--- src/rtl/lbvs_pkg.sv ---
`timescale 1ns / 1ps
// Shared types, constants and saturation helpers for the vertex skinning block.
// Depends on nothing; every other file refers to it by scoped names.
package lbvs_pkg;

    localparam int WORDS_PER_BONE = 12;
    localparam logic [3:0] ELEM_LIMIT = 4'd12;
    localparam int ADDR_FULL_W = 12;
    localparam int QUEUE_DEPTH = 2;

    localparam logic ACT_WRITE = 1'b0;
    localparam logic ACT_WEIGHT = 1'b1;

    typedef struct packed {
        logic               action;
        logic [5:0]         joint_index;
        logic [3:0]         matrix_element;
        logic signed [31:0] matrix_value;
        logic signed [31:0] pos_x;
        logic signed [31:0] pos_y;
        logic signed [31:0] pos_z;
        logic signed [31:0] norm_x;
        logic signed [31:0] norm_y;
        logic signed [31:0] norm_z;
        logic [15:0]        weight_bias;
        logic               last_weight;
    } t_in;

    typedef struct packed {
        logic signed [31:0] skinned_x;
        logic signed [31:0] skinned_y;
        logic signed [31:0] skinned_z;
        logic signed [31:0] skinned_nx;
        logic signed [31:0] skinned_ny;
        logic signed [31:0] skinned_nz;
    } t_out;

    typedef struct packed {
        logic jnt_ok;
        t_in  item;
    } t_cmd;

    function automatic logic signed [47:0] sat48(input logic signed [66:0] v);
        logic signed [47:0] res;
        if (v[66:47] == '0 || v[66:47] == '1) begin
            res = v[47:0];
        end else if (v[66]) begin
            res = {1'b1, 47'b0};
        end else begin
            res = {1'b0, {47{1'b1}}};
        end
        return res;
    endfunction

    function automatic logic signed [31:0] sat32(input logic signed [47:0] v);
        logic signed [31:0] res;
        if (v[47:31] == '0 || v[47:31] == '1) begin
            res = v[31:0];
        end else if (v[47]) begin
            res = {1'b1, 31'b0};
        end else begin
            res = {1'b0, {31{1'b1}}};
        end
        return res;
    endfunction

endpackage

--- src/rtl/lbvs_front.sv ---
`timescale 1ns / 1ps
// Input stage: registers each incoming word, checks joint and element range,
// and drops palette writes that fall outside the store. Uses lbvs_pkg.
module lbvs_front #(
    parameter int MAX_BONES = 64
) (
    input  logic            i_clk,
    input  logic            i_rst_n,
    input  logic            i_valid,
    output logic            o_ready,
    input  lbvs_pkg::t_in   i_item,
    output logic            o_valid,
    input  logic            i_ready,
    output lbvs_pkg::t_cmd  o_cmd
);

    localparam logic [8:0] BONE_LIMIT = 9'(MAX_BONES);

    logic           r_vld;
    logic           n_vld;
    lbvs_pkg::t_cmd r_cmd;
    logic           w_jnt_ok;
    logic           w_keep;
    logic           w_accept;

    assign w_jnt_ok = {3'b0, i_item.joint_index} < BONE_LIMIT;
    assign w_keep = (i_item.action == lbvs_pkg::ACT_WEIGHT) ||
                    (w_jnt_ok && (i_item.matrix_element < lbvs_pkg::ELEM_LIMIT));
    assign o_ready = !r_vld || i_ready;
    assign w_accept = i_valid && o_ready;

    always_comb begin
        n_vld = r_vld;
        if (w_accept) begin
            n_vld = w_keep;
        end else if (r_vld && i_ready) begin
            n_vld = 1'b0;
        end
    end

    always_ff @(posedge i_clk) begin
        if (!i_rst_n) begin
            r_vld <= 1'b0;
        end else begin
            r_vld <= n_vld;
        end
    end

    always_ff @(posedge i_clk) begin
        if (w_accept) begin
            r_cmd.jnt_ok <= w_jnt_ok;
            r_cmd.item <= i_item;
        end
    end

    assign o_valid = r_vld;
    assign o_cmd = r_cmd;

endmodule

--- config.mk ---
export PLATFORM = sky130hd
export DESIGN_NAME = lbvs_front
export DESIGN_NICKNAME = d
export VERILOG_FILES = /design/src/rtl/lbvs_pkg.sv /design/src/rtl/lbvs_front.sv
export SDC_FILE = /design/constraint.sdc
export NUM_CORES = 1
export LEC_CHECK = 0
export BUFFER_PORTS_ARGS = -buffer_cell sky130_fd_sc_hd__buf_2
export CAP_MARGIN = 40
export CORE_AREA = 5 5 194 196
export DETAILED_ROUTE_END_ITERATION = 16
export DIE_AREA = 0 0 199 201
export PLACE_DENSITY = 0.49
export SLEW_MARGIN = 20
export SYNTH_ARGS = -nofsm -noshare
export SYNTH_HDL_FRONTEND = slang
export SYNTH_SLANG_ARGS = --single-unit
--- constraint.sdc ---
create_clock -name i_clk -period 4.55 [get_ports i_clk]
set_input_delay 0.6825 -clock i_clk [delete_from_list [all_inputs] [get_ports i_clk]]
set_output_delay 0.6825 -clock i_clk [all_outputs]
set_load 0.02 [all_outputs]
==> summary.md, run 1 <==
| Metric | Value |
|---|---|
| Ys Warns | 0 |
| Worst min-delay path class | primary input to register |
| CTS-repair resized insts | 0 |
| Drc violations | 0 |
| Synth area leader | edfxtp_1 |
| Routed met3 length | ~3000 um |
| Max-cap violations | 0 |
| CP Capture Type | output pin |
| RSZ-0062 raised after global routing | false |
| Final Critical Period | 1820 ps |
| Worst-case clock buffer depth | 3 |
| Cell with the most instances after synthesis | edfxtp_1 |
| CP Max Fanout | 1 |
| Leakage | between 4 and 5 nW |
| Reg-to-reg slack, setup | 2810 ps |
| Post-Syn Nets | approximately 520 |
| CTS Buf Count | 26 |
| Area share of the largest cell type after synthesis | between 90% and 100% |
| Predominant post-synthesis flop cell | edfxtp_1 |
| Total setup buffers inserted after CTS | 0 |
| CP Launch Type | register |
| Die X | about 200 um |
| Core area | 35,900 um^2 |
| Pwr dens | between 400 and 500 nW/um^2 |
| Synth top area cells | edfxtp_1 99%, dfxtp_1 0.26%, nand2b_4 0.18% |
| Final Hold Viols | 0 |
| Crit Path Class | register to output pin |
| Buffers on Ports | 509 |
| Syn-to-layout area delta | 53.3% |
| Worst Hold Path Cells | 1 |
| Vias in the first global route | 5,115 |
| Clock skew | between 5 and 6 ps |
| Sink Count | 253 |
| WL final | 22,700 um |
| Routed Antenna Nets | 0 |
| Reg2reg start | o_valid |
| Arr. time, crit path | 1140 ps |
| Final setup vio count | 0 |
| Die footprint | 40,000 um^2 |
| Metal-1 WL | 7600 um |
| Slowest cell on the critical path | edfxtp_1 |
| Setup TNS | 0 ps |
| Pins over their slew limit | 0 |
| Clock H-tree levels | 1 |
| GRT Residual Overflow | 0 |
| Pre-CTS WS | 2260 ps |
| Status | completed |
| FP Rows | 70 |
| Crit path largest cell delay | ~430 ps |
| CP delay by family, top | flip-flops |
| Synth cell types | 9 |
| WP data required | approximately 3900 ps |
| First-pass GRT wire length | 31,400 um |
| Final WS setup | 2730 ps |
| Worst reg2reg path depth | 4 |
| Seq cells post-synth | 253 |
| Post-CTS Hold Buffers | 0 |
| Hold endpoint | o_cmd[46] |
| Seq/Total Area, Yosys | 99.3% |
| FF-to-FF End | o_cmd[215] |
| Post-Syn Area | about 7600 um^2 |
| Initial Util | a little over a fifth |
| Largest net degree at the start of global routing | 65 |
| Die Ht | between 200 and 250 um |
| Cells along the critical path | buf_2 |
| Synth async-reset ratio | 0% |
| Skew-Pair Late Insertion Delay | approximately 520 ps |
| F_max | 548 MHz |
| Max Used Layer | met5 |
| Drt first pass iters | 4 |
| Global-route total usage across every layer | about a tenth |
| Share of cells above drive strength 1 | 67.2% |
| Root buf cell | clkbuf_16 |
| Initial antenna violation count | 5 |
| Io pins | approximately 500 |
| Initial DRC count | 212 |
| WL per Instance | 17.6 um |
| Fillers | between 3,000 and 4,000 |
| Worst vdd ir | 0.271 mV |
| Net count of the finished layout | 1,062 |
| Mapped Avg Cell Area | 29.4 um^2 |
| DP HPWL | between 15,000 and 20,000 um |
| Mapped Cells | 260 |
| Drt via density | 3.65 |
| Vias | between 4,000 and 5,000 |
| Routed wl met2 | 11,500 um |
| Worst path buffer plus inverter count | 1 |
| Final period util | 40.1% |
| CTS tree | built |
| Hold Startpoint | i_item[46] |
| Post-synth EDFFs | between 200 and 300 |
| Clock-pin slew on the worst setup and hold paths | 60 ps |
| GPL Wtd Cong | 0.805 |
[layout by cell type, fill, tap and decap left out]
| cell | Yosys | final |
|---|---|---|
| buf_4 | 1 | 7 |
| bufinv_16 | 0 | 2 |
| clkinv_1 | 0 | 4 |
| dfxtp_1 | 1 | 1 |
| diode_2 | 0 | 1 |
| nand2b_4 | 1 | 1 |
| a21boi_1 | 1 | 1 |
| clkinv_2 | 0 | 3 |
| nand2_1 | 1 | 1 |
| clkbuf_1 | 0 | 10 |
| o21ai_0 | 1 | 1 |
| conb_1 | 1 | 1 |
| buf_2 | 0 | 509 |
| edfxtp_1 | 252 | 252 |
| clkbuf_8 | 0 | 2 |
| clkbuf_16 | 0 | 27 |
| buf_12 | 0 | 3 |
| and2_4 | 1 | 1 |
[where the power goes]
group / switching [mW] / internal [mW]
clock network: 0.810 / 1.23
registers: 0.0328 / 2.73
logic: 0.325 / 0.175
total: 1.17 / 4.14
[worst reg2reg max path, stage by stage, from the launching register on]
cell,delay [ps]
dfxtp_1,330
nand2b_4,80
and2_4,380
buf_12,290
buf_12,340
[worst max path at each step]
| stage | startpoint | endpoint | slack [ps] | cells after the start |
|---|---|---|---|---|
| 6_report | o_cmd[249] | o_cmd[249] | 2730 | 1 |
| 3_3_place_gp | i_ready | o_cmd[234] | 2090 | 4 |
| 4_1_cts | o_cmd[249] | o_cmd[249] | 2670 | 1 |
| 2_1_floorplan | i_ready | o_cmd[0] | 1490 | 2 |
| 3_5_place_dp | i_ready | o_cmd[157] | 2260 | 5 |
| 5_1_grt | o_cmd[249] | o_cmd[249] | 2680 | 1 |
[stage by stage]
| stage | std cells | util (%) | power [mW] | cell area [um^2] | hold WS, ps |
|---|---|---|---|---|---|
| global route | 1295 | 32.6 | 5.54 | 11700 | 296 |
| finish | 1295 | 32.6 | 5.31 | 11700 | 330 |
| CTS | 1294 | 32.6 | 5.41 | 11700 | 289 |
| detailed placement | 1246 | 30.3 | 3.33 | 10900 | 497 |
| global placement | 1245 | 30.2 | 3.32 | 10900 | 502 |
| floorplan | 260 | - | 3.05 | 7640 | 628 |
[metal layers]
metal / up-vias / global-route usage (%)
met4: 8 / 3.42
met3: 40 / 4.85
met1: 2240 / 10.8
li1: 2153 / -
met2: 289 / 18.8
met5: - / 0
[sequential cells by signal (all words and copies together) (netlist names)]
signal,count
o_valid,1
o_cmd,252
[final cells by class]
type	count	area, um^2	share of cell area [%]
multi-input combinational	6	42.5	0.363
clock inverter	9	90.1	0.769
sequential	253	7590	64.8
tap	468	586	5.00
antenna	1	2.50	0.0214
clock buffer	39	741	6.33
timing repair buffer	519	2660	22.7
[cells by family (layout without fill, tap and decap cells)]
| family | count (synthesis) | in the layout | share of synthesized area (%) |
|---|---|---|---|
| buffers and inverters | 1 | 567 | 0.0983 |
| DFF | 253 | 253 | 99.3 |
| AOI/OAI and AO/OA | 2 | 2 | 0.164 |
| other | 1 | 2 | 0.0491 |
| and+or+nand+nor | 3 | 3 | 0.344 |
Note: power is estimated with default switching activity, not from simulation.
==> inputs of run 2 (changes only) <==
--- a/config.mk
+++ b/config.mk
@@ -7,10 +7,10 @@
 export LEC_CHECK = 0
 export BUFFER_PORTS_ARGS = -buffer_cell sky130_fd_sc_hd__buf_2
 export CAP_MARGIN = 40
-export CORE_AREA = 5 5 194 196
+export CORE_AREA = 5 5 195 197
 export DETAILED_ROUTE_END_ITERATION = 16
-export DIE_AREA = 0 0 199 201
-export PLACE_DENSITY = 0.49
+export DIE_AREA = 0 0 200 202
+export PLACE_DENSITY = 0.48
 export SLEW_MARGIN = 20
 export SYNTH_ARGS = -nofsm -noshare
 export SYNTH_HDL_FRONTEND = slang
==> constraint.sdc (replaced) <==
create_clock -name i_clk -period 1.7 [get_ports i_clk]
set_input_delay 0.255 -clock i_clk [delete_from_list [all_inputs] [get_ports i_clk]]
set_output_delay 0.255 -clock i_clk [all_outputs]
set_load 0.02 [all_outputs]
==> summary.md, run 2 (same netlist as run 1, synthesis figures left out) <==
| Metric | Value |
|---|---|
| Switch share | 23.3% (+1.3 points) |
| Clock-pin slew on the worst setup and hold paths | 60 ps (about the same) |
| Pins over their slew limit | 0 (unchanged) |
| Pint | 11.4 mW (+180%) |
| Drt first pass iters | 6 (+2) |
| Clock skew | 10.3 ps (+5.27 ps) |
| Status | completed |
| Final Critical Period | between 1000 and 1500 ps |
| Setup TNS | 0 ps (unchanged) |
| FP Rows | 70 (unchanged) |
| Pwr dens | 1040 nW/um^2 (+130%) |
| RSZ-0062 raised after global routing | false |
| Total setup buffers inserted after CTS | 0 (unchanged) |
| Worst vdd ir | 0.818 mV (+200%) |
| Slowest cell on the critical path | edfxtp_1 |
| CP Capture Type | output pin |
| Comb power frac | 12.5% (+3.1 points) |
| Root buf cell | clkbuf_16 |
| Vias | 5,695 (+20%) |
| Core area | 36,100 um^2 (+0.49%) |
| Final Hold Viols | 0 (unchanged) |
| Final hold slack | 341 ps (+10.8 ps) |
| Share of cells above drive strength 1 | 51.9% (-15 points) |
| Final WS setup | 264 ps (-2460 ps) |
| Drt via density | 3.67 (+0.40%) |
| Final period util | 84.5% |
| Drc violations | 0 (unchanged) |
| WP data required | 1440 ps (-2430 ps) |
| Net count of the finished layout | 1,321 (+24%) |
| WL final | 26,800 um (+18%) |
| Vias in the first global route | 6,300 (+23%) |
| Cells along the critical path | buf_2 |
| Largest net degree at the start of global routing | 70 (+7.7%) |
| Clock power frac | 37.7% (-0.8 points) |
| Tot Pwr | 14.9 mW (+180%) |
| Final setup vio count | 0 (unchanged) |
| CTS-repair resized insts | 0 (unchanged) |
| Commonest non-fill, non-tap cell in the layout | buf_2 |
| Io pins | 511 (unchanged) |
| Clock H-tree levels | 1 (unchanged) |
| Pre-CTS WS | 267 ps (-1990 ps) |
| Origin of the worst setup path | o_cmd[23] |
| Crit Path Class | register to output pin |
| GPL Wtd Cong | 0.814 (+1.2%) |
| Most frequent cells in the layout | 509 x buf_2, 254 x dlygate4sd3_1, 252 x edfxtp_1 |
| Crit path largest cell delay | 450 ps (+20 ps) |
| Skew-Pair Late Insertion Delay | 540 ps (+20 ps) |
| Seq pwr share | 49.8% (-2.3 points) |
| Net Switching | 3.46 mW (+200%) |
| Register area | 7590 um^2 (about the same) |
| Routed Antenna Nets | 0 (unchanged) |
| Arr. time, crit path | 1180 ps (+40 ps) |
| Max FFs per register | 252 (unchanged) |
| Hold Startpoint | i_valid |
| Max-cap violations | 0 (unchanged) |
| Post-CTS Hold Buffers | 254 (+254) |
| Global-route total usage across every layer | 12.4% (+1.9 points) |
| Worst min-delay path class | primary input to register |
| CTS Buf Count | 28 (+7.7%) |
| CTS tree | built |
| Die X | 200 um (+0.50%) |
| DP HPWL | 19,600 um (+6.4%) |
| WL per Instance | 17.3 um (-1.7%) |
| DP Area | 11,000 um^2 (+0.82%) |
| Die footprint | 40,400 um^2 (+1.0%) |
| Finished Cell Area | 14,400 um^2 (+23%) |
| Worst-case clock buffer depth | 3 (unchanged) |
| Syn-to-layout area delta | 88.0% |
| Initial DRC count | 182 (-14%) |
| CP Launch Type | register |
| Leakage | 6.05 nW (+23%) |
| Initial antenna violation count | 3 (-2) |
| Reg2reg start | o_valid |
| Worst path buffer plus inverter count | 1 (unchanged) |
| Fillers | 3,331 (-7.1%) |
| Sink Count | 253 (unchanged) |
| Multi-input gate area | 42.5 um^2 (unchanged) |
| GRT Residual Overflow | 0 (unchanged) |
| CP Max Fanout | 1 (unchanged) |
| First-pass GRT wire length | 38,100 um (+21%) |
| Die Ht | 202 um (+0.50%) |
| F_max | 696 MHz |
| CP delay by family, top | flip-flops |
| Buffers on Ports | 509 (unchanged) |
| Initial Util | 21.2% (-0.10 points) |
## run 2: changes by cell type in the layout (fill, tap and decap cells not counted)
cell           before  now
dlygate4sd3_1       0  254
clkbuf_1           10    2
buf_12              3    8
clkinv_1            4    9
buf_4               7    5
clkbuf_16          27   29
clkbuf_8            2    0
clkinv_2            3    5
bufinv_16           2    1
clkinv_4            0    1
clkinvlp_4          0    1
dfxtp_1             1    0
dfxtp_4             0    1
inv_8               0    1
## run 2: stage by stage
stage               util, %  instances
floorplan                 -        260
detailed placement     30.4       1249
global placement       30.4       1249
global route           39.8       1553
finish                 39.8       1553
CTS                    39.8       1552
## run 2: cell type report
| cell class | instances | area share [%] |
|---|---|---|
| multi-input cells | 6 | 0.296 |
| flip-flops and latches | 253 | 52.9 |
| well taps | 468 | 4.08 |
| diodes | 1 | 0.0174 |
| repair buffers | 776 | 36.8 |
| clock inverters | 18 | 0.810 |
| clock buffers | 31 | 5.11 |
## run 2: path summary, 6_finish.rpt
kind,to,slack [ps],depth (start not counted)
worst max-delay path,o_cmd[23],260,1
worst max register to register,o_cmd[38],330,4
worst min-delay path,o_cmd[150],340,3
worst min register to register,o_cmd[150],920,3
## run 2: power by group through the flow
stage	sequential (mW)	clock, mW	combinational (mW)
final	7.41	5.61	1.87
after global routing	7.44	6.13	1.99
after CTS	7.41	5.88	1.88
after detailed placement	7.54	0	1.41
after global placement	7.53	0	1.41
after floorplan	8.03	0	0.121
## run 2: per-layer routing
metal	GRT usage [%]	share of wire (%)
met3	3.72	9.0
met5	0	0.049
met4	4.51	3.3
met2	22.1	51
met1	14.0	37
==> inputs of run 3 (changes only) <==
--- a/config.mk
+++ b/config.mk
@@ -7,10 +7,10 @@
 export LEC_CHECK = 0
 export BUFFER_PORTS_ARGS = -buffer_cell sky130_fd_sc_hd__buf_2
 export CAP_MARGIN = 40
-export CORE_AREA = 5 5 195 197
+export CORE_AREA = 5 5 194 196
 export DETAILED_ROUTE_END_ITERATION = 16
-export DIE_AREA = 0 0 200 202
-export PLACE_DENSITY = 0.48
+export DIE_AREA = 0 0 199 201
+export PLACE_DENSITY = 0.5
 export SLEW_MARGIN = 20
 export SYNTH_ARGS = -nofsm -noshare
 export SYNTH_HDL_FRONTEND = slang
==> constraint.sdc (replaced) <==
create_clock -name i_clk -period 1.2 [get_ports i_clk]
set_input_delay 0.18 -clock i_clk [delete_from_list [all_inputs] [get_ports i_clk]]
set_output_delay 0.18 -clock i_clk [all_outputs]
set_load 0.02 [all_outputs]
==> summary.md, run 3 (same netlist as run 1, synthesis figures left out) <==
| Metric | Value |
|---|---|
| Share of cells above drive strength 1 | 54.2% (+2.3 points) |
| Reg-to-reg slack, setup | -190 ps (-520 ps) |
| Final setup vio count | 502 (+502) |
| Die footprint | 40,000 um^2 (-0.99%) |
| Drc violations | 0 (unchanged) |
| Worst path buffer plus inverter count | 4 (+3) |
| Worst min-delay path class | primary input to register |
| Leakage | 6.97 nW (+15%) |
| CP delay by family, top | buffers and inverters |
| F_max | 719 MHz |
| Crit path largest cell delay | 350 ps (-100 ps) |
| WL per Instance | 18.5 um (+7.3%) |
| Commonest non-fill, non-tap cell in the layout | buf_2 |
| Vias in the first global route | 6,781 (+7.6%) |
| FP Rows | 70 (unchanged) |
| CTS Buf Count | 27 (-3.6%) |
| Syn-to-layout area delta | 118% |
| Drt via density | 3.79 (+3.3%) |
| Io pins | 511 (unchanged) |
| Cell mode on critical path | buf_12 |
| Skew-Pair Late Insertion Delay | 540 ps (about the same) |
| Clock H-tree levels | 1 (unchanged) |
| Status | finished with violations |
| Tot Pwr | 23.0 mW (+54%) |
| Final Critical Period | 1390 ps |
| Drt first pass iters | 4 (-2) |
| Fillers | 2,966 (-11%) |
| Max-cap violations | 0 (unchanged) |
| Antenna cell count | 0 (-1) |
| Initial antenna violation count | 0 (-3) |
| Final Hold Viols | 0 (unchanged) |
| Die Ht | 201 um (-0.50%) |
| Cells along the critical path | nand2b_4 > and2_4 > buf_12 > buf_12 > buf_12 > buf_12 |
| Final hold slack | 34.9 ps (-306 ps) |
| Pins over their slew limit | 0 (unchanged) |
| Pwr dens | 1380 nW/um^2 (+33%) |
| Largest net degree at the start of global routing | 24 (-66%) |
| Arr. time, crit path | 1650 ps (+470 ps) |
| RSZ-0062 raised after global routing | true |
| Core area | 35,900 um^2 (-0.49%) |
| Global-route total usage across every layer | 13.5% (+1.0 points) |
| Net count of the finished layout | 1,370 (+3.7%) |
| Routed Antenna Nets | 0 (unchanged) |
| DP HPWL | 19,300 um (-1.6%) |
| Clock skew | 8.85 ps (-1.46 ps) |
| Buffers on Ports | 509 (unchanged) |
| Slowest cell on the critical path | dfxtp_4 |
| CP Launch Type | register |
| Most frequent cells in the layout | 289 x buf_2, 254 x dlygate4sd3_1, 252 x edfxtp_1 |
| Worst vdd ir | 1.13 mV (+39%) |
| WL final | 29,700 um (+11%) |
| CP Capture Type | register |
| Vias | 6,069 (+6.6%) |
| Clock-pin slew on the worst setup and hold paths | 60 ps (about the same) |
| First-pass GRT wire length | 41,200 um (+8.0%) |
| Initial DRC count | 187 (+2.7%) |
| Pre-CTS WS | -91.3 ps (-358 ps) |
| Worst-case clock buffer depth | 3 (unchanged) |
| CTS tree | built |
| Root buf cell | clkbuf_16 |
| Failing checks | setup timing |
| Final WS setup | -192 ps (-455 ps) |
| WP data required | 1460 ps (+20 ps) |
| Initial Util | 21.3% (+0.10 points) |
| Die X | 199 um (-0.50%) |
| CP Max Fanout | 7 (+6) |
| GRT Residual Overflow | 0 (unchanged) |
| Sink Count | 253 (unchanged) |
| GPL Wtd Cong | 0.779 (-4.4%) |
| Final period util | 116% |
| Max FFs per register | 252 (unchanged) |
| Crit Path Class | register to register |
-- run 3: changes by cell type in the layout (fill, tap and decap cells not counted), moves of 5 or more --
cell and change:
clkinv_1 -5, buf_6 +227, buf_8 +19, buf_2 -220, bufinv_16 +5, buf_12 +10
-- run 3: stage by stage --
stage / util [%] / cells / instance area (um^2) / setup TNS, ps
after CTS: 44.7 / 1598 / 16100 / -50420
after global routing: 46.4 / 1602 / 16700 / -62560
after floorplan: - / 260 / 7640 / -377340
after global placement: 30.9 / 1266 / 11100 / -11440
after detailed placement: 30.9 / 1266 / 11100 / -13390
final: 46.4 / 1602 / 16700 / -40750
-- run 3: worst min-delay path: stages --
cell and delay [ps]:
buf_2 80, nand2b_4 120, buf_6 90, a21boi_1 50
-- run 3: metal layers --
metal	part of all wire, %	GRT usage (%)
met3	11	4.60
met4	2.6	4.13
met5	0	0
met2	51	24.0
met1	36	15.2
-- run 3: cell type report --
cell class	instances	area [um^2]	share of cell area, %
clock inverters	17	239	1.43
multi-input cells	6	42.5	0.255
flip-flops and latches	253	7590	45.5
clock buffers	32	694	4.17
repair buffers	826	7520	45.1
well taps	468	586	3.51
-- run 3: power breakdown --
part           switching [mW]  internal (mW)  total [mW]
registers               0.249           10.4        10.6
logic                    1.53           2.06        3.60
clock network            3.36           5.41        8.77
-- run 3: repair_timing --
item	4_1_cts	5_1_grt
pin swaps	0	0
hold buffers	254	0
buffers inserted	18	7
cloned	11	6
resized for setup	306	200
endpoints found under the setup margin	485	502
endpoints found under the hold margin	253	0
-- run 3: final timing paths --
kind              depth (start not counted)    start         end
setup / recovery                          6  o_valid  o_cmd[211]
hold / removal                            4  i_ready     o_valid
setup reg to reg                          6  o_valid  o_cmd[211]
hold reg to reg                           3  o_valid     o_valid
