[config.mk]
export PLATFORM = sky130hd
export DESIGN_NAME = lbvs_queue
export DESIGN_NICKNAME = d
export VERILOG_FILES = /design/src/rtl/lbvs_pkg.sv /design/src/rtl/lbvs_queue.sv
export SDC_FILE = /design/constraint.sdc
export NUM_CORES = 1
export LEC_CHECK = 0
export BUFFER_PORTS_ARGS = -buffer_cell sky130_fd_sc_hd__buf_2
export CAP_MARGIN = 20
export CORE_AREA = 2 2 201 203
export CTS_CLUSTER_SIZE = 25
export DETAILED_ROUTE_END_ITERATION = 10
export DIE_AREA = 0 0 203 205
export GPL_ROUTABILITY_DRIVEN = 0
export MAX_ROUTING_LAYER = met4
export PLACE_DENSITY = 0.75
export SLEW_MARGIN = 15
export SYNTH_ARGS = -nofsm -noshare
export SYNTH_HDL_FRONTEND = slang
export SYNTH_SLANG_ARGS = --single-unit
export TNS_END_PERCENT = 50
[constraint.sdc]
create_clock -name i_clk -period 8.1 [get_ports i_clk]
set_clock_uncertainty 0.05 [all_clocks]
set_input_delay 0.405 -clock i_clk [delete_from_list [all_inputs] [get_ports i_clk]]
set_output_delay 0.405 -clock i_clk [all_outputs]
set_load 0.01 [all_outputs]
[src/rtl/lbvs_pkg.sv]
`timescale 1ns / 1ps
// Shared types, constants and saturation helpers for the vertex skinning block.
// Depends on nothing; every other file refers to it by scoped names.
package lbvs_pkg;

    localparam int WORDS_PER_BONE = 12;
    localparam logic [3:0] ELEM_LIMIT = 4'd12;
    localparam int ADDR_FULL_W = 12;
    localparam int QUEUE_DEPTH = 2;

    localparam logic ACT_WRITE = 1'b0;
    localparam logic ACT_WEIGHT = 1'b1;

    typedef struct packed {
        logic               action;
        logic [5:0]         joint_index;
        logic [3:0]         matrix_element;
        logic signed [31:0] matrix_value;
        logic signed [31:0] pos_x;
        logic signed [31:0] pos_y;
        logic signed [31:0] pos_z;
        logic signed [31:0] norm_x;
        logic signed [31:0] norm_y;
        logic signed [31:0] norm_z;
        logic [15:0]        weight_bias;
        logic               last_weight;
    } t_in;

    typedef struct packed {
        logic signed [31:0] skinned_x;
        logic signed [31:0] skinned_y;
        logic signed [31:0] skinned_z;
        logic signed [31:0] skinned_nx;
        logic signed [31:0] skinned_ny;
        logic signed [31:0] skinned_nz;
    } t_out;

    typedef struct packed {
        logic jnt_ok;
        t_in  item;
    } t_cmd;

    function automatic logic signed [47:0] sat48(input logic signed [66:0] v);
        logic signed [47:0] res;
        if (v[66:47] == '0 || v[66:47] == '1) begin
            res = v[47:0];
        end else if (v[66]) begin
            res = {1'b1, 47'b0};
        end else begin
            res = {1'b0, {47{1'b1}}};
        end
        return res;
    endfunction

    function automatic logic signed [31:0] sat32(input logic signed [47:0] v);
        logic signed [31:0] res;
        if (v[47:31] == '0 || v[47:31] == '1) begin
            res = v[31:0];
        end else if (v[47]) begin
            res = {1'b1, 31'b0};
        end else begin
            res = {1'b0, {31{1'b1}}};
        end
        return res;
    endfunction

endpackage

[src/rtl/lbvs_queue.sv]
`timescale 1ns / 1ps
// Short command queue between the input stage and the skinning engine.
// Uses lbvs_pkg for the command type and depth.
module lbvs_queue (
    input  logic            i_clk,
    input  logic            i_rst_n,
    input  logic            i_push_valid,
    output logic            o_push_ready,
    input  lbvs_pkg::t_cmd  i_cmd,
    output logic            o_pop_valid,
    input  logic            i_pop,
    output lbvs_pkg::t_cmd  o_cmd
);

    localparam int DEPTH = lbvs_pkg::QUEUE_DEPTH;
    localparam int PW = (DEPTH > 1) ? $clog2(DEPTH) : 1;
    localparam int CW = $clog2(DEPTH + 1);
    localparam logic [PW-1:0] PTR_LAST = PW'(DEPTH - 1);
    localparam logic [CW-1:0] CNT_FULL = CW'(DEPTH);

    lbvs_pkg::t_cmd r_buf [DEPTH];
    logic [PW-1:0]  r_wptr;
    logic [PW-1:0]  r_rptr;
    logic [CW-1:0]  r_count;
    logic           w_push;
    logic           w_pop;

    assign o_push_ready = r_count != CNT_FULL;
    assign o_pop_valid = r_count != '0;
    assign w_push = i_push_valid && o_push_ready;
    assign w_pop = i_pop && o_pop_valid;
    assign o_cmd = r_buf[r_rptr];

    always_ff @(posedge i_clk) begin
        if (!i_rst_n) begin
            r_wptr <= '0;
            r_rptr <= '0;
            r_count <= '0;
        end else begin
            if (w_push) begin
                r_wptr <= (r_wptr == PTR_LAST) ? '0 : r_wptr + PW'(1);
            end
            if (w_pop) begin
                r_rptr <= (r_rptr == PTR_LAST) ? '0 : r_rptr + PW'(1);
            end
            if (w_push && !w_pop) begin
                r_count <= r_count + CW'(1);
            end else if (w_pop && !w_push) begin
                r_count <= r_count - CW'(1);
            end
        end
    end

    always_ff @(posedge i_clk) begin
        if (w_push) begin
            r_buf[r_wptr] <= i_cmd;
        end
    end

endmodule

==> results of run 1 <==
-- worst max-delay path by stage --
stage	end	depth (start not counted)
2_1_floorplan	r_buf[1][0]	2
3_3_place_gp	o_cmd[237]	4
3_5_place_dp	o_cmd[43]	4
4_1_cts	o_cmd[43]	4
5_1_grt	o_cmd[43]	4
6_report	o_cmd[43]	4
-- layout make-up --
| cell class | count | area (µm²) | area share |
|---|---|---|---|
| Antenna cell | 4 | 10.0 | 0.000378 |
| Clock buffer | 68 | 1380 | 0.0522 |
| Clock inverter | 26 | 305 | 0.0115 |
| Inverter | 1 | 11.3 | 0.000425 |
| Multi-Input combinational cell | 271 | 3620 | 0.137 |
| Sequential cell | 511 | 15300 | 0.578 |
| Tap cell | 525 | 657 | 0.0248 |
| Timing Repair Buffer | 771 | 5180 | 0.196 |
-- Yosys cell counts --
| master | instances |
|---|---|
| a21boi_0 | 2 |
| edfxtp_1 | 506 |
| or3_1 | 1 |
| and2_1 | 4 |
| xor2_1 | 1 |
| mux2_4 | 170 |
| nand2b_1 | 1 |
| buf_2 | 8 |
| inv_1 | 1 |
| mux2_2 | 83 |
| a21bo_2 | 1 |
| dfxtp_1 | 5 |
| nand3b_1 | 1 |
| xnor2_1 | 2 |
| buf_6 | 20 |
| and3_1 | 1 |
| ha_1 | 1 |
| o21ai_0 | 1 |
| o21ai_1 | 1 |
| or2_2 | 1 |
-- state kept, by name (all words and copies together) (netlist names), named ones only --
name and count:
r_buf 506, r_count 2, r_rptr 1, r_wptr 1
-- through the flow --
stage	utilization	cells	hold WS [ns]	area [µm²]	total power, mW
after floorplan	-	811	0.436	19200	4.80
after global placement	0.565	1826	0.451	22200	5.34
after detailed placement	0.565	1826	0.491	22200	5.37
after CTS	0.672	2172	0.00510	26400	7.84
after global routing	0.672	2177	0.00165	26500	8.12
final	0.672	2177	0.0379	26500	7.84
-- kinds of logic after synthesis --
| kind of cell | count (synthesis) | share of synthesized area |
|---|---|---|
| xor+xnor | 3 | 0.00137 |
| mux | 253 | 0.182 |
| flops | 511 | 0.797 |
| buf+inv | 29 | 0.0140 |
| compound gates | 5 | 0.00183 |
| fa+ha+maj | 1 | 0.000652 |
| simple gates | 9 | 0.00300 |
-- per-layer routing --
layer	routed length (µm)	GRT usage	up-vias	part of all wire
li1	-	-	4849	-
met1	16800	0.240	5345	0.36
met2	24600	0.385	497	0.53
met3	3120	0.0552	129	0.067
met4	1960	0.0978	0	0.042
met5	0	-	-	0
-- power groups by stage --
| stage | Combinational [mW] | Clock [mW] | Sequential [mW] |
|---|---|---|---|
| after global placement | 1.88 | 0 | 3.46 |
| after floorplan | 1.30 | 0 | 3.50 |
| after detailed placement | 1.89 | 0 | 3.48 |
| after global routing | 2.13 | 2.53 | 3.46 |
| after CTS | 2.00 | 2.41 | 3.43 |
| final | 2.02 | 2.39 | 3.44 |
==> impl_metrics.json, run 1 <==
{
  "status": "completed",
  "synth.yosys.warnings": 0,
  "worstHoldStart": "i_cmd[119]",
  "r2r_cells": 4,
  "rows": 73,
  "max_freq_ghz": 0.260,
  "cellInternalPower_mw": 5.74,
  "critPathMaxStageDelay_ns": 0.81,
  "crit_chain": "buf_4 > buf_4 > mux2_2 > buf_2",
  "final_common_cell": "buf_2",
  "via_count": 10800,
  "die-width_um": 203,
  "final_antenna_net_count": 0,
  "grt_max_degree": 152,
  "routed_via_density": 4.97,
  "path_max_fanout": 54,
  "drtPass1Iterations": 4,
  "worst_pin_slew_ns": 1.00,
  "cp_num_buf_inv": 3,
  "arrival_ns": 3.38,
  "clkPwrFrac": 0.305,
  "ir_drop_uv": 436,
  "ys_types": 20,
  "final.setup.tns_ns": 0,
  "finalCritPeriodShare": 0.474,
  "syn_nets": 1069,
  "cts_hold_buf": 252,
  "htree_levels": 2,
  "cp.required_ns": 7.65,
  "dieArea_um2": 41600,
  "grt_antenna_before_repair": 4,
  "synth.area.top_cells": "edfxtp_1, mux2_4, mux2_2, buf_6, dfxtp_1",
  "nets": 1866,
  "drv_cap": 0,
  "final_cell_mix": "buf_2, edfxtp_1, dlygate4sd3_1",
  "n_fill_cell": 2450,
  "drive_gt1_frac": 0.513,
  "startpoint_type": "register",
  "period_minus_slack_ns": 3.84,
  "finalSetupViolations": 0,
  "clock_tree.root_cell": "clkbuf_16",
  "wl_per_cell_um": 21.3,
  "clk_latency_ns": 0.58,
  "pwr-share-comb": 0.257,
  "worstSetupEndpointType": "output port",
  "grt_pass1_wl_um": 66900,
  "core_um2": 39400,
  "cts.sinks": 511,
  "rsz0062_at_grt": "no",
  "ys_seq_area_frac": 0.797,
  "clk_pin_slew_ns": 0.06,
  "hold_violations": 0,
  "cp_top_family": "buffers and inverters",
  "holdPathEnd": "r_buf[0][119]",
  "swShare": 0.267,
  "min_path_cells": 1,
  "grt_overflow": 0,
  "yosysTopAreaCell": "edfxtp_1",
  "post-cts-setup-buffer-count": 0,
  "drc_errors": 0,
  "grt_pass1_vias": 11600,
  "synth-seq-cells": 511,
  "clk_path_buf_depth": 3,
  "pre_cts_ws_ns": 4.82,
  "cts-resized-gates": 0,
  "drt_iter0_drc": 720,
  "ios": 512,
  "cpMostUsedCell": "buf_4",
  "yosysTopAreaCellShare": 0.792,
  "fp.dieH_um": 205,
  "cts_tree": "yes",
  "dpl.hpwl_um": 28300,
  "cts-buffers-inserted": 52,
  "initial_core_util": 0.487,
  "cellPowerDensity_nw_per_um2": 296,
  "rr_endpoint": "r_buf[0][29]",
  "port_buffers": 511,
  "worst_slack_ns": 4.26,
  "p_leak_nw": 10.3,
  "seqPwrFrac": 0.438,
  "syn_area_per_cell_um2": 23.7,
  "slew_headroom": 0.330,
  "wl_um": 46500,
  "switchingPower_mw": 2.10,
  "drv_slew": 0,
  "grt_usage": 0.221,
  "synthCells": 811,
  "reg2reg_slack_ns": 5.16,
  "worstHoldPathType": "input pin to register",
  "critPathSlowestCell": "buf_4",
  "crit_type": "register to output port",
  "syn_to_final_growth_pct": 38.0,
  "reg2reg_from": "r_count[0]",
  "syn_area_um2": 19200
}
Note: power is estimated with default switching activity, not from simulation.
==> run 2, diff against run 1 <==
--- a/config.mk
+++ b/config.mk
@@ -5,12 +5,13 @@
 export SDC_FILE = /design/constraint.sdc
 export NUM_CORES = 1
 export LEC_CHECK = 0
+export ABC_AREA = 1
 export BUFFER_PORTS_ARGS = -buffer_cell sky130_fd_sc_hd__buf_2
 export CAP_MARGIN = 20
-export CORE_AREA = 2 2 201 203
+export CORE_MARGIN = 1.5
+export CORE_UTILIZATION = 47
 export CTS_CLUSTER_SIZE = 25
 export DETAILED_ROUTE_END_ITERATION = 10
-export DIE_AREA = 0 0 203 205
 export GPL_ROUTABILITY_DRIVEN = 0
 export MAX_ROUTING_LAYER = met4
 export PLACE_DENSITY = 0.75
==> constraint.sdc (replaced) <==
create_clock -name i_clk -period 3.17 [get_ports i_clk]
set_clock_uncertainty 0.05 [all_clocks]
set_input_delay 0.1585 -clock i_clk [delete_from_list [all_inputs] [get_ports i_clk]]
set_output_delay 0.1585 -clock i_clk [all_outputs]
set_load 0.01 [all_outputs]
==> impl_metrics.json, run 2 <==
{
  "cp.required_ns": 2.96,
  "synth_commonest_cells": "edfxtp_1, mux2_4, mux2_2, buf_6, nand2_1",
  "yosysTopAreaCell": "edfxtp_1",
  "drv_slew": 0,
  "htree_levels": 2,
  "grt_pass1_vias": 11800,
  "p_leak_nw": 10.5,
  "grt_overflow": 0,
  "via_count": 11000,
  "grt_pass1_wl_um": 68000,
  "clk_pin_slew_ns": 0.06,
  "final_antenna_net_count": 0,
  "fin_cells": 2225,
  "startpoint_type": "register",
  "finalPower_mw": 19.5,
  "clk_latency_ns": 0.58,
  "path_max_fanout": 27,
  "worst_slack_ns": 0.671,
  "wl_per_cell_um": 21.3,
  "reg2reg_from": "r_count[0]",
  "finalSetupViolations": 0,
  "port_buffers": 511,
  "rr_endpoint": "r_wptr",
  "worstSetupEndpointType": "output port",
  "grt_max_degree": 104,
  "max_freq_ghz": 0.400,
  "switchingPower_mw": 5.27,
  "finalCritPeriodShare": 0.788,
  "hold_violations": 0,
  "drtPass1Iterations": 6,
  "largest_register": "r_buf",
  "initial_core_util": 0.480,
  "post-cts-setup-buffer-count": 0,
  "arrival_ns": 2.29,
  "syn_area_um2": 19200,
  "final_util": 0.668,
  "die-width_um": 205,
  "pwr-share-comb": 0.257,
  "drc_errors": 0,
  "cts-resized-gates": 0,
  "syn_area_per_cell_um2": 23.3,
  "largest_reg_flops": 506,
  "yosysTopAreaCellShare": 0.792,
  "async_flop_share": 0,
  "final_common_cell": "buf_2",
  "final_cell_area_um2": 26700,
  "cts_hold_buf": 258,
  "rsz0062_at_grt": "no",
  "worstHoldStart": "i_cmd[40]",
  "ys_types": 15,
  "grt_usage": 0.226,
  "worst_pin_slew_ns": 0.650,
  "holdWs_ns": 0.252,
  "holdPathEnd": "r_buf[1][40]",
  "ios": 512,
  "crit_type": "register to output port",
  "n_fill_cell": 2518,
  "synth-seq-cells": 511,
  "drv_cap": 0,
  "cellPowerDensity_nw_per_um2": 728,
  "synth.area.top_cells": "edfxtp_1, mux2_4, mux2_2, buf_6, dfxtp_1",
  "rows": 73,
  "core_um2": 40000,
  "slew_headroom": 0.566,
  "pre_cts_ws_ns": 1.27,
  "drive_gt1_frac": 0.521,
  "grt_antenna_before_repair": 7,
  "ir_drop_uv": 590,
  "ys_seq_area_frac": 0.797,
  "clk_path_buf_depth": 3,
  "synth-main-ff-cell": "edfxtp_1",
  "synth_edf_count": 506,
  "placed_cell_area_um2": 22600,
  "seqPwrFrac": 0.455,
  "status": "completed",
  "dpl.hpwl_um": 29200,
  "clock_tree.root_cell": "clkbuf_16",
  "final_cell_mix": "buf_2, edfxtp_1, dlygate4sd3_1",
  "worstHoldPathType": "input pin to register",
  "wl_um": 47300,
  "r2r_cells": 7,
  "swShare": 0.271,
  "dp.cells": 1872,
  "period_minus_slack_ns": 2.50,
  "synth.yosys.warnings": 0,
  "syn_nets": 1082,
  "fp.dieH_um": 205,
  "syn_to_final_growth_pct": 39.2,
  "drt_iter0_drc": 547,
  "clkPwrFrac": 0.288,
  "final.setup.tns_ns": 0,
  "yosysMostFrequentCell": "edfxtp_1",
  "nets": 1914,
  "routed_via_density": 4.96,
  "cts.sinks": 511,
  "dieArea_um2": 42000,
  "cts-buffers-inserted": 49,
  "cts_tree": "yes",
  "largestRegisters": "r_buf: 506 flops, r_count: 2 flops",
  "synthCells": 824,
  "cellInternalPower_mw": 14.2,
  "reg2reg_slack_ns": 1.18,
  "min_path_cells": 2
}
==> run 2: worst max-delay path by stage <==
stage               startpoint            to  slack (ns)  cells past startpoint
floorplan           r_count[0]   r_buf[0][0]       -1.58                      4
global placement      register     o_cmd[20]        1.31                      4
detailed placement  r_count[0]  r_buf[1][18]        1.27                      6
CTS                   register     o_cmd[52]        0.65                      4
global route          register     o_cmd[52]        0.58                      4
finish                register     o_cmd[50]        0.67                      4
==> run 2: routing by layer <==
| metal | vias up | GRT usage | routed length [µm] |
|---|---|---|---|
| met5 | - | - | 0 |
| met4 | 0 | 0.0902 | 1740 |
| met3 | 112 | 0.0501 | 3180 |
| met2 | 512 | 0.398 | 25300 |
| met1 | 5454 | 0.247 | 17100 |
| li1 | 4955 | - | - |
==> run 2: kinds of logic (layout without fill, tap and decap cells) <==
kind of cell	Yosys count	in the layout	share of synthesized area
flops	511	511	0.797
simple gates	19	19	0.00391
mux	253	253	0.182
other cells	0	6	0
compound gates	4	4	0.00117
buf+inv	36	906	0.0154
fa+ha+maj	1	1	0.000652
==> run 2: power groups by stage <==
| stage | combinational [mW] | sequential (mW) | clock [mW] |
|---|---|---|---|
| 3_5_place_dp | 4.67 | 8.96 | 0 |
| 3_3_place_gp | 4.61 | 8.91 | 0 |
| 6_report | 5.00 | 8.86 | 5.60 |
| 5_1_grt | 5.28 | 8.92 | 5.98 |
| 4_1_cts | 4.96 | 8.83 | 5.66 |
| 2_1_floorplan | 2.99 | 8.96 | 0 |
==> run 2: layout make-up <==
class,instances,area [µm²],area share
repair buffers,809,5570,0.208
flip-flops and latches,511,15300,0.573
diodes,6,15.0,0.000562
multi-input cells,277,3630,0.136
well taps,525,657,0.0246
clock inverters,35,277,0.0104
clock buffers,54,1240,0.0466
inverters,8,30.0,0.00112
==> run 2: critical path, stage by stage (launching register included) <==
cell and delay [ns]:
dfxtp_4 0.58, buf_12 0.25, buf_4 0.32, mux2_2 0.39, buf_2 0.14
==> run 3, diff against run 2 <==
--- a/config.mk
+++ b/config.mk
@@ -8,10 +8,10 @@
 export ABC_AREA = 1
 export BUFFER_PORTS_ARGS = -buffer_cell sky130_fd_sc_hd__buf_2
 export CAP_MARGIN = 20
-export CORE_MARGIN = 1.5
-export CORE_UTILIZATION = 47
+export CORE_AREA = 2 2 201 203
 export CTS_CLUSTER_SIZE = 25
 export DETAILED_ROUTE_END_ITERATION = 10
+export DIE_AREA = 0 0 203 205
 export GPL_ROUTABILITY_DRIVEN = 0
 export MAX_ROUTING_LAYER = met4
 export PLACE_DENSITY = 0.75
==> constraint.sdc (replaced) <==
create_clock -name i_clk -period 2.4 [get_ports i_clk]
set_clock_uncertainty 0.05 [all_clocks]
set_input_delay 0.12 -clock i_clk [delete_from_list [all_inputs] [get_ports i_clk]]
set_output_delay 0.12 -clock i_clk [all_outputs]
set_load 0.01 [all_outputs]
==> impl_metrics.json, run 3 (synthesized netlist as in run 2, its figures left out) <==
{
  "ios": 512,
  "grt_pass1_wl_um": 67100,
  "startpoint_type": "register",
  "switchingPower_mw": 6.85,
  "cp.required_ns": 2.23,
  "cts.sinks": 511,
  "cp_num_buf_inv": 3,
  "crit_chain": "buf_12 > buf_12 > mux2_4 > buf_2",
  "dp.cells": 1860,
  "crit_cells": 4,
  "htree_levels": 2,
  "syn_to_final_growth_pct": 38.6,
  "drive_gt1_frac": 0.513,
  "nets": 1901,
  "slew_headroom": 0.537,
  "wl_um": 45800,
  "initial_core_util": 0.487,
  "crit_type": "register to output port",
  "cp_top_family": "buffers and inverters",
  "largest_register": "r_buf",
  "p_leak_nw": 10.4,
  "fp.dieH_um": 205,
  "port_buffers": 511,
  "rr_endpoint": "r_buf[0][67]",
  "largestRegisters": "r_buf: 506 flops, r_count: 2 flops",
  "path_max_fanout": 30,
  "clk_latency_ns": 0.57,
  "worst_slack_ns": 0.160,
  "dieArea_um2": 41600,
  "wl_per_cell_um": 20.7,
  "drv_slew": 0,
  "seqPwrFrac": 0.459,
  "grt_antenna_before_repair": 7,
  "cts_tree": "yes",
  "ir_drop_uv": 1070,
  "hold_violations": 0,
  "reg2reg_from": "r_count[0]",
  "drv_cap": 0,
  "pre_cts_ws_ns": 0.665,
  "max_freq_ghz": 0.446,
  "clock_tree.root_cell": "clkbuf_16",
  "cts-resized-gates": 0,
  "r2r_cells": 5,
  "cellInternalPower_mw": 18.5,
  "worstSetupEndpointType": "output port",
  "finalSetupViolations": 0,
  "period_minus_slack_ns": 2.24,
  "dpl.hpwl_um": 27800,
  "routed_via_density": 4.87,
  "grt_pass1_vias": 11800,
  "rows": 73,
  "final.setup.tns_ns": 0,
  "arrival_ns": 2.07,
  "fin_cells": 2210,
  "holdWs_ns": 0.215,
  "grt_usage": 0.221,
  "clk_path_buf_depth": 3,
  "grt_overflow": 0,
  "status": "completed",
  "cts-buffers-inserted": 50,
  "clkPwrFrac": 0.281,
  "drtPass1Iterations": 5,
  "via_count": 10800,
  "pwr-share-comb": 0.261,
  "swShare": 0.270,
  "worst_pin_slew_ns": 0.695,
  "final_util": 0.675,
  "cpMostUsedCell": "buf_12",
  "cellPowerDensity_nw_per_um2": 955,
  "reg2reg_slack_ns": 0.63,
  "critPathMaxStageDelay_ns": 0.47,
  "core_um2": 39400,
  "worstHoldPathType": "input pin to register",
  "largest_reg_flops": 506,
  "final_common_cell": "buf_2",
  "rsz0062_at_grt": "no",
  "clk_pin_slew_ns": 0.06,
  "drt_iter0_drc": 561,
  "finalCritPeriodShare": 0.933,
  "drc_errors": 0,
  "final_antenna_net_count": 0,
  "endpoint": "o_cmd[112]",
  "die-width_um": 203,
  "critPathSlowestCell": "dfxtp_4",
  "final_cell_mix": "buf_2, edfxtp_1, dlygate4sd3_1",
  "grt_max_degree": 111
}
## run 3: how the worst min path moves through the flow
stage                    end  slack (ns)        from  depth (start not counted)
2_1_floorplan    r_buf[0][0]        0.17    i_cmd[0]                          0
3_3_place_gp    r_buf[0][51]        0.26   i_cmd[51]                          1
3_5_place_dp    r_buf[1][19]        0.26   i_cmd[19]                          1
4_1_cts        r_buf[1][233]        0.18  i_cmd[233]                          2
5_1_grt          r_buf[0][9]        0.20    i_cmd[9]                          2
6_report        r_buf[0][80]        0.21   i_cmd[80]                          2
## run 3: final cells by class
type                            count  area [µm²]
Antenna cell                        8        20.0
Clock buffer                       65        1330
Clock inverter                     21         130
Fill cell                        2463       12800
Inverter                            8        30.0
Multi-Input combinational cell    277        3630
Sequential cell                   511       15300
Tap cell                          525         657
Timing Repair Buffer              795        5490
## run 3: what timing repair did
action                    in CTS  in global routing
hold endpoints to repair     511                  0
hold buffers                 256                  0
buffers inserted               0                  0
## run 3: per-layer routing
layer,GRT usage,part of all wire,vias up
met4,0.0779,0.030,0
met2,0.399,0.55,429
met3,0.0514,0.061,96
met1,0.238,0.36,5322
met5,-,0,-
li1,-,-,4921
## run 3: power groups by stage
stage	Clock [mW]	Combinational (mW)	Sequential, mW
floorplan	0	3.95	11.8
global placement	0	6.17	11.7
detailed placement	0	6.23	11.8
CTS	7.24	6.60	11.6
global route	7.63	6.98	11.7
finish	7.13	6.61	11.6
## run 3: worst reg2reg max path, delay by kind of cell, from the launching register on
| family | cells | cell delay [ns] |
|---|---|---|
| and+or+nand+nor | 3 | 0.33 |
| buffers and inverters | 2 | 0.49 |
| DFF | 1 | 0.35 |
## run 3: stage by stage
step | instance area (µm²) | total power, mW
floorplan | 19200 | 15.8
global placement | 22500 | 17.9
detailed placement | 22500 | 18.0
CTS | 26600 | 25.5
global route | 26600 | 26.3
finish | 26600 | 25.4
